File: config.mk
export PLATFORM = sky130hd
export DESIGN_NAME = cau_div_cell
export DESIGN_NICKNAME = d
export VERILOG_FILES = /design/src/sv/assert_macros.svh /design/src/sv/cau_pkg.sv /design/src/sv/cau_div_cell.sv
export SDC_FILE = /design/constraint.sdc
export NUM_CORES = 1
export LEC_CHECK = 0
export ABC_AREA = 1
export CAP_MARGIN = 0
export CORE_AREA = 4 4 389 391
export CTS_BUF_LIST = sky130_fd_sc_hd__clkbuf_4 sky130_fd_sc_hd__clkbuf_8
export DETAILED_ROUTE_END_ITERATION = 6
export DIE_AREA = 0 0 393 395
export DONT_BUFFER_PORTS = 1
export PLACE_DENSITY_LB_ADDON = 0.2
export RECOVER_POWER = 50
export SLEW_MARGIN = 10
export SYNTH_ARGS = -nofsm -noshare
export SYNTH_HDL_FRONTEND = slang
export SYNTH_SLANG_ARGS = --single-unit
File: constraint.sdc
create_clock -name clk -period 6 [get_ports clk]
set_input_delay 1.2 -clock clk [delete_from_list [all_inputs] [get_ports clk]]
set_output_delay 1.2 -clock clk [all_outputs]
set_load 0.01 [all_outputs]
File: src/sv/assert_macros.svh
// assertion macros shared by the complex arithmetic unit files
`ifndef ASSERT_MACROS_SVH
`define ASSERT_MACROS_SVH

// same-cycle implication, checked outside reset
`define CAU_ASSERT_IMP(lbl, clk, rst_n, ante, cons) \
  lbl: assert property (@(posedge clk) disable iff (!rst_n) (ante) |-> (cons)) \
    else $error("cau assertion failed");

// next-cycle implication, checked outside reset
`define CAU_ASSERT_NXT(lbl, clk, rst_n, ante, cons) \
  lbl: assert property (@(posedge clk) disable iff (!rst_n) (ante) |=> (cons)) \
    else $error("cau assertion failed");

`endif

File: src/sv/cau_pkg.sv
// shared constants and types of the complex arithmetic unit
package cau_pkg;

  localparam int FRAC_BITS = 16;
  localparam int OP_W      = 3;
  localparam int DATA_W    = 32;
  localparam int SPLIT_W   = DATA_W;
  localparam int PROD_W    = 2 * DATA_W;
  localparam int SUM_W     = DATA_W + 1;
  localparam int PP_W      = PROD_W + 1;
  localparam int SQ_W      = 2 * SUM_W;
  localparam int D_W       = SQ_W;
  localparam int PAR_W     = PP_W + SUM_W;
  localparam int DIVN_W    = PP_W + FRAC_BITS + 1;
  localparam int NUM_W     = (DIVN_W > PAR_W) ? DIVN_W : PAR_W;
  localparam int MAG_W     = NUM_W - 1;
  localparam int QB        = DATA_W + 2;
  localparam int CMP_W     = D_W + QB - 1;
  localparam int DIR_W     = PP_W;

  localparam logic signed [DATA_W-1:0] SAT_MAX = {1'b0, {(DATA_W-1){1'b1}}};
  localparam logic signed [DATA_W-1:0] SAT_MIN = {1'b1, {(DATA_W-1){1'b0}}};

  typedef enum logic [OP_W-1:0] {
    OP_ADD = 3'd0,
    OP_SUB = 3'd1,
    OP_MUL = 3'd2,
    OP_DIV = 3'd3,
    OP_PAR = 3'd4
  } op_t;

  // word travelling down the divider chain
  typedef struct packed {
    logic                     dz;
    logic                     use_div;
    logic                     neg_r;
    logic                     neg_i;
    logic [CMP_W-1:0]         dsh;
    logic [MAG_W-1:0]         rem_r;
    logic [MAG_W-1:0]         rem_i;
    logic [QB-1:0]            q_r;
    logic [QB-1:0]            q_i;
    logic signed [DIR_W-1:0]  dir_r;
    logic signed [DIR_W-1:0]  dir_i;
  } div_word_t;

endpackage

File: src/sv/cau_div_cell.sv
// one restoring divider cell: one quotient bit per lane, hands the word on each cycle while en is high
module cau_div_cell (
  input  logic               clk,
  input  logic               rst_n,
  input  logic               en,
  input  logic               v_i,
  input  cau_pkg::div_word_t w_i,
  output logic               v_o,
  output cau_pkg::div_word_t w_o
);
  import cau_pkg::*;

  function automatic logic [MAG_W:0] lane_step(input logic [MAG_W-1:0] rem,
                                               input logic [CMP_W-1:0] dsh);
    logic [CMP_W:0] diff;
    diff = {1'b0, CMP_W'(rem)} - {1'b0, dsh};
    lane_step = diff[CMP_W] ? {1'b0, rem} : {1'b1, diff[MAG_W-1:0]};
  endfunction

  logic            v_r;
  div_word_t       w_r;
  div_word_t       w_nxt;
  logic [MAG_W:0]  sr, si;

  always_comb begin
    sr          = lane_step(w_i.rem_r, w_i.dsh);
    si          = lane_step(w_i.rem_i, w_i.dsh);
    w_nxt       = w_i;
    w_nxt.rem_r = sr[MAG_W-1:0];
    w_nxt.rem_i = si[MAG_W-1:0];
    w_nxt.q_r   = {w_i.q_r[QB-2:0], sr[MAG_W]};
    w_nxt.q_i   = {w_i.q_i[QB-2:0], si[MAG_W]};
    w_nxt.dsh   = w_i.dsh >> 1;
  end

  always_ff @(posedge clk) begin
    if (!rst_n) begin
      v_r <= 1'b0;
    end else if (en) begin
      v_r <= v_i;
    end
    if (en) begin
      w_r <= w_nxt;
    end
  end

  assign v_o = v_r;
  assign w_o = w_r;

endmodule

# After elaboration in Yosys (flattened, before gate mapping)
# Cells that the tools add are included.
# classes
n_addsub	2
n_mux	2
# ops
operator	count
$sub A97 B99 Y100	2
$mux W98	2
# word_totals
word_cells	16
input_bits	499
ff_bits	495
out_inout_bits	496

# Logic depth before layout (Yosys ltp)
# Gate-level depths: netlist of the first run.
# depth
depth_word	2
depth_mapped	19

# Worst setup path after synthesis of the first run
# No wires, ideal clock.
# synth_timing
path_kind	input -> register
from	input port w_i[474] (netlist name)
to	register w_r (netlist bit w_o[211]), data pin
t_required_ns	5.747
cell_stages	16
setup_time_ns	0.253
arrival_time_ns	2.903
path_slack_ns	2.844
n_path_buf	3
path_cell_list	inv_1 > ha_1 > nand2_2 > nor2_2 > inv_2 > nor2_2 > nand2_1 > nand2_1 > nand2_1 > and2_4 > and2_1 > buf_6 > buf_6 > buf_6 > nand3_1 > nand2_1
# synth_via
elab_chain_len	2
# synth_lines
item	line_no	source
from (decl)	cau_div_cell.sv:7	input cau_pkg::div_word_t w_i,
$sub A97 B99 Y100	cau_div_cell.sv:16	diff = {1'b0, CMP_W'(rem)} - {1'b0, dsh};
$mux W98	cau_div_cell.sv:17	lane_step = diff[CMP_W] ? {1'b0, rem} : {1'b1, diff[MAG_W-1:0]};
net si[13]	cau_div_cell.sv:23	logic [MAG_W:0] sr, si;
to (signal assigned)	cau_div_cell.sv:43	w_r <= w_nxt;
to (decl)	cau_div_cell.sv:21	div_word_t w_r;
# The timed path passes the listed nets, and every way through them passes these cells.
# A chain may end at the register's enable or synchronous reset.

# Final worst setup path of the first run
# layout_timing
from	input port w_i[409] (netlist name)
to	register w_r (netlist bit w_o[238]), data pin
# The elaborated chain is that of the path after synthesis.

==> summary.txt, run 1 <==
Worst-case clock buffer depth = 3
Final Hold Viols = 0
Worst slew margin = -0.0250
Pre-CTS setup slack = 1.15 ns
Multi-input logic area = 18,300 µm²
Switch share = 0.360
VDD IR-drop max = 0.143 mV
# Post-CTS Setup Buffers = 0
Required @ worst endpoint = 6.67 ns
Worst-path clk slew = 0.06 ns
Final setup vio count = 0
Final worst slack = 1.99 ns
Core Area = 147,000 µm²
Max Fclk = 0.249 GHz
Slowest cell on the critical path = buf_4
Largest net degree at the start of global routing = 497
Final instance area = 42,700 µm²
Row count = 141
Cell depth of the worst flop-to-flop path = 2
CTS Hold Bufs = 0
Top-Level Pins = 995
Seq/Total Area, Yosys = 0.386
Hold path depth = 0
Post-DP Area = 40,600 µm²
Max_cap viols = 0
Most common cell after layout, fill and taps aside = nand2_1
Antenna-violating nets left = 0
Synth unique cells = 34
GPL Wtd Cong = 0.971
Hold WC Path Type = primary input to register
Via Count = 35,897
Most used cell, CP = nand2_1
IO Port Bufs = 0
Violated checks = max-slew violations
DIE WIDTH = 393 µm
Setup crit end kind = register
Final slew viol count = 43
Share of layout cells above drive strength 1 = 0.0538
Slowest cell delay on critical path = 0.77 ns
Total CTS buffers = 92
Vias in the first global route = 35,125
Via/cell ratio = 4.60
Count of state elements after synthesis = 495
Logic pwr share = 0.225
P_sw = 3810 µW
CTS resizes = 0
Die area = 155,000 µm²
Seq. cell area = 14,900 µm²
Final Power = 10,600 µW
Avg Inst Size Synth = 6.73 µm²
H-Tree Depth = 3
Critical path class = primary input to register
Unrepaired setup endpoints after global routing = false
Tot GR Track Use = 0.266
Int Pwr = 6800 µW
Area delta synth->final = 11.0%
Gr ovfl total = 0
WP depth = 17
Root buffer cell = clkbuf_8
Syn Std Cell Area = 38,400 µm²
CP Buf/Inv Count = 6
Syn nets = 6,412
Final min period = 4.01 ns
Final core utilization = 0.289
Antenna violations before repair = 70
First-pass DRT Iterations = 6
Total Routed Length = 215,000 µm
Number of fill cells = 16,640
Crit-path cells = inv_1 -> ha_1 -> nand2_1 -> inv_1 -> nand2_1 -> nand2_1 -> inv_1 -> nand2_1 -> inv_1 -> nand3_2 -> nand2_1 -> nand2_2 -> nand2_4 -> buf_4 -> buf_4 -> nand3_2 -> nand2_1
Largest delay share family, worst path = buffers and inverters
CP arrival = 4.69 ns
Outcome = finished, violations left
Skew final = 0 ns
CTS tree = done
First-pass GRT wire length = 283,000 µm
Initial Util = 0.261
Initial drt markers = 2,639
PD cells = 249 nW/µm²
Remaining DRCs = 0
Seq pwr share = 0.435
Leakage = 0.0228 µW
Most frequent cells in the layout = nand2_1 (2,385), inv_1 (1,289), edfxtp_1 (494)
Synth Instances = 5,717
Period Utilization, post-route = 0.669
CP Launch Type = primary input
Dpl hpwl = 186,000 µm
YS warnings = 0
Clk sink count = 495
Setup TNS = 0 ns
Chip Height = 395 µm
Clk_lat worst skew = 0.81 ns
Post-DR wirelength/cell = 27.6 µm
Clk pwr share = 0.341
Slew @ Worst Pin = 1.54 ns
Fin nets = 6,457
Max FO, Critical Path = 58
-- stage by stage --
stage	hold WS, ns	std cells
after floorplan	0.555	5717
after global placement	0.585	7598
after detailed placement	0.599	7598
after CTS	0.340	7763
after global routing	0.389	7773
final	0.432	7799
-- worst reg2reg max path: cells and delay by family, from the launching register on --
kind / cells / cell delay (ns)
AO/OA/AOI/OAI: 2 / 0.24
flip-flops: 1 / 0.33
-- worst paths after layout --
path	startpoint	end	slack [ns]
worst max-delay path	w_i[409]	w_o[238]	1.99
worst min-delay path	w_i[78]	w_o[78]	0.43
worst max register to register	v_o	v_o	5.27
worst min register to register	v_o	v_o	0.60
-- Yosys cell counts (all sizes together) --
master,instances,area share
nor3,27,0.0040
and2,17,0.0030
fa,2,0.0010
ha,194,0.063
inv,1313,0.13
xor2,107,0.024
conb,1,0.000098
clkbuf,3,0.00029
nand2,2398,0.23
nor2,450,0.046
nand3,451,0.070
o21ai,17,0.0022
nand4,49,0.0080
dfxtp,1,0.00052
buf,60,0.011
clkinv,4,0.00039
a21oi,118,0.015
and3,3,0.00049
edfxtp,494,0.39
nand3b,3,0.00059
or2,5,0.00081
-- layout make-up --
class	instances	share of cell area
Clock buffer	118	0.0343
Tap cell	1930	0.0566
Antenna cell	36	0.00211
Inverter	1317	0.116
Sequential cell	495	0.348
Timing Repair Buffer	14	0.00334
Multi-Input combinational cell	3842	0.428
Clock inverter	47	0.0117
-- flip-flops by register name (all words and copies together), names as in the netlist --
register  count
w_o         494
v_o           1
-- logic make-up after synthesis --
kind of cell             after synthesis  synth area share
flip-flops                           495             0.386
other                                  1         0.0000975
adder cells (fa/ha/maj)              196            0.0642
XOR/XNOR                             107            0.0244
AND/OR/NAND/NOR                     3403             0.368
AO/OA/AOI/OAI                        135            0.0176
buffers and inverters               1380             0.139
-- power groups by stage --
stage                     logic [µW]  registers (µW)  clock network, µW
after floorplan                 1550            4490                  0
after global placement          2380            4700                  0
after detailed placement        2380            4690                  0
after CTS                       2390            4630               3750
after global routing            2650            4630               3910
final                           2390            4610               3610
-- per-layer routing --
metal | GRT usage | vias up | share of wire
li1 | - | 17489 | -
met1 | 0.295 | 16786 | 0.38
met2 | 0.485 | 1269 | 0.51
met3 | 0.0703 | 313 | 0.078
met4 | 0.0954 | 40 | 0.039
met5 | 0 | - | 0.0014
Note: power is estimated with default switching activity, not from simulation.
==> run 2, diff against run 1 <==
--- a/config.mk
+++ b/config.mk
@@ -5,12 +5,12 @@
 export SDC_FILE = /design/constraint.sdc
 export NUM_CORES = 1
 export LEC_CHECK = 0
-export ABC_AREA = 1
+export ABC_AREA = 0
 export CAP_MARGIN = 0
-export CORE_AREA = 4 4 389 391
+export CORE_AREA = 4 4 381 383
 export CTS_BUF_LIST = sky130_fd_sc_hd__clkbuf_4 sky130_fd_sc_hd__clkbuf_8
 export DETAILED_ROUTE_END_ITERATION = 6
-export DIE_AREA = 0 0 393 395
+export DIE_AREA = 0 0 385 387
 export DONT_BUFFER_PORTS = 1
 export PLACE_DENSITY_LB_ADDON = 0.2
 export RECOVER_POWER = 50
==> constraint.sdc (replaced) <==
create_clock -name clk -period 4.1 [get_ports clk]
set_input_delay 0.82 -clock clk [delete_from_list [all_inputs] [get_ports clk]]
set_output_delay 0.82 -clock clk [all_outputs]
set_load 0.01 [all_outputs]
==> summary.txt, run 2 <==
Outcome = finished, violations left
Violated checks = negative setup slack
Total Routed Length = 149,000 µm
GPL Wtd Cong = 0.892
Post-synth top cells = edfxtp_1 (494), nand2_1 (372), a21oi_1 (239)
Final worst slack = -0.00385 ns
DIE WIDTH = 385 µm
Initial Util = 0.206
Critical path class = primary input to register
Most common cell after layout, fill and taps aside = buf_4
Syn Std Cell Area = 29,100 µm²
Via/cell ratio = 4.57
Tot GR Track Use = 0.191
Antenna violations before repair = 23
Synth Flop Type = edfxtp_1
CTS tree = done
Worst-path clk slew = 0.07 ns
Row count = 138
Post-synth EDFFs = 494
Max_cap viols = 0
Top-area cell type share of the netlist area = 0.510
Worst slew margin = 0.153
YS warnings = 0
First-pass DRT Iterations = 5
Initial drt markers = 1,717
Final core utilization = 0.275
Skew final = 0 ns
Crit-path cells = inv_1 -> ha_1 -> buf_4 -> a2111oi_2 -> buf_4 -> a211oi_2 -> buf_4 -> o21ai_2 -> a211oi_2 -> buf_4 -> o21a_1 -> buf_12 -> o2111a_1 -> buf_12 -> o2111a_2 -> a21oi_2 -> or2_4 -> buf_4 -> buf_4 -> nor2_1 -> a221o_1
Ys async rst share = 0
Top-Level Pins = 995
Clk_lat worst skew = 0.74 ns
CP Launch Type = primary input
Clk sink count = 495
Setup TNS = -0.00385 ns
Gr ovfl total = 0
Period Utilization, post-route = 1.00
Unrepaired setup endpoints after global routing = true
Final Power = 15,500 µW
Slowest cell on the critical path = a2111oi_2
Largest net degree at the start of global routing = 496
H-Tree Depth = 3
Remaining DRCs = 0
DP Cell Count = 5,249
Setup crit end kind = register
Total CTS buffers = 91
Count of state elements after synthesis = 495
Most frequent cell after synthesis = edfxtp_1
IO Port Bufs = 0
PD cells = 399 nW/µm²
Synth top area cells = edfxtp_1 (51%), ha_1 (8.3%), nand2_1 (4.8%), a21oi_1 (4.1%), o21ai_0 (3.2%)
Hold slack = 0.132 ns
Post-DR wirelength/cell = 27.2 µm
Max reg flops = 494
Share of layout cells above drive strength 1 = 0.239
Worst-case clock buffer depth = 3
Required @ worst endpoint = 4.61 ns
Slew @ Worst Pin = 1.27 ns
VDD IR-drop max = 0.245 mV
First-pass GRT wire length = 202,000 µm
Max FO, Critical Path = 9
Vias in the first global route = 25,287
Dpl hpwl = 124,000 µm
Core Area = 141,000 µm²
Avg Inst Size Synth = 10.3 µm²
Root buffer cell = clkbuf_8
Area delta synth->final = 33.6%
Via Count = 25,094
Syn nets = 3,524
CP arrival = 4.61 ns
Synth Instances = 2,829
Final std cells w/o fill = 5,491
Post-synthesis cell type with the largest combined area = edfxtp_1
Slowest cell delay on critical path = 0.33 ns
Most used cell, CP = buf_4
Max Fclk = 0.244 GHz
Leakage = 0.0160 µW
Final setup vio count = 1
Final min period = 4.10 ns
Final Hold Viols = 0
Antenna-violating nets left = 0
Die area = 149,000 µm²
Fin nets = 4,219
Final slew viol count = 0
Chip Height = 387 µm
Synth unique cells = 88
Seq/Total Area, Yosys = 0.511
Hold WC Path Type = primary input to register
Most frequent cells in the layout = buf_4 (641), edfxtp_1 (494), nand2_1 (372)
-- run 2: cell count changes in the layout (fill, tap and decap cells not counted), moves of 169 or more --
| cell | change |
|---|---|
| inv_1 | -1128 |
| nor2_1 | -288 |
| buf_4 | +630 |
| nand2_1 | -2013 |
| o21ai_0 | +169 |
| nand3_1 | -336 |
-- run 2: per-layer routing --
| layer | global-route usage | up-vias | part of all wire |
|---|---|---|---|
| li1 | - | 11880 | - |
| met5 | 0 | - | 0.00076 |
| met3 | 0.0548 | 160 | 0.077 |
| met4 | 0.0543 | 18 | 0.026 |
| met2 | 0.342 | 892 | 0.50 |
| met1 | 0.221 | 12144 | 0.39 |
-- run 2: cell type report --
class / count / area, µm²
Timing Repair Buffer: 724 / 5790
Sequential cell: 495 / 14900
Multi-Input combinational cell: 2048 / 13300
Clock inverter: 54 / 577
Inverter: 164 / 619
Antenna cell: 8 / 20.0
Fill cell: 15041 / 103000
Tap cell: 1890 / 2360
Clock buffer: 108 / 1380
-- run 2: cell families after synthesis --
logic type                 count (synthesis)  share of synthesized area
and+or+nand+nor                          784                      0.124
other                                      1                   0.000129
adders and majority gates                196                     0.0848
xor gates and xnor gates                 177                     0.0533
muxes                                     10                    0.00370
DFF                                      495                      0.511
AOI/OAI and AO/OA                        879                      0.184
buffers and inverters                    287                     0.0394
-- run 2: final timing paths --
path / from / to / slack, ns / cells after the start
max: w_i[396] / w_o[385] / -0.004 / 21
min: w_i[439] / w_o[438] / 0.13 / 0
max reg2reg: v_o / v_o / 3.43 / 2
min reg2reg: v_o / v_o / 0.58 / 2
-- run 2: critical path, delay by kind of cell --
kind,cells,cell delay (ns)
buffers and inverters,9,1.29
AND/OR/NAND/NOR,2,0.28
AO/OA/AOI/OAI,9,1.89
adder cells (fa/ha/maj),1,0.31
-- run 2: through the flow --
stage	instance area [µm²]	setup slack (ns)
final	38900	-0.00385
after global routing	38800	-0.0467
after CTS	38700	0.0159
after detailed placement	36000	-1.18
after global placement	36000	-1.17
after floorplan	29100	0.0727
-- run 2: power breakdown --
group          internal [µW]  leakage [µW]  switching [µW]  total [µW]
Sequential              6130       0.00484             627        6760
Clock                   2950       0.00102            2390        5340
Combinational           1560        0.0101            1860        3420
Total                  10600        0.0160            4880       15500
-- run 2: timing repair --
action	4_1_cts	5_1_grt
resized for setup	5	22
hold buffers	67	0
gates cloned	0	1
pin swaps	3	11
setup endpoints to repair	62	86
endpoints found under the hold margin	67	0
setup buffers	0	4
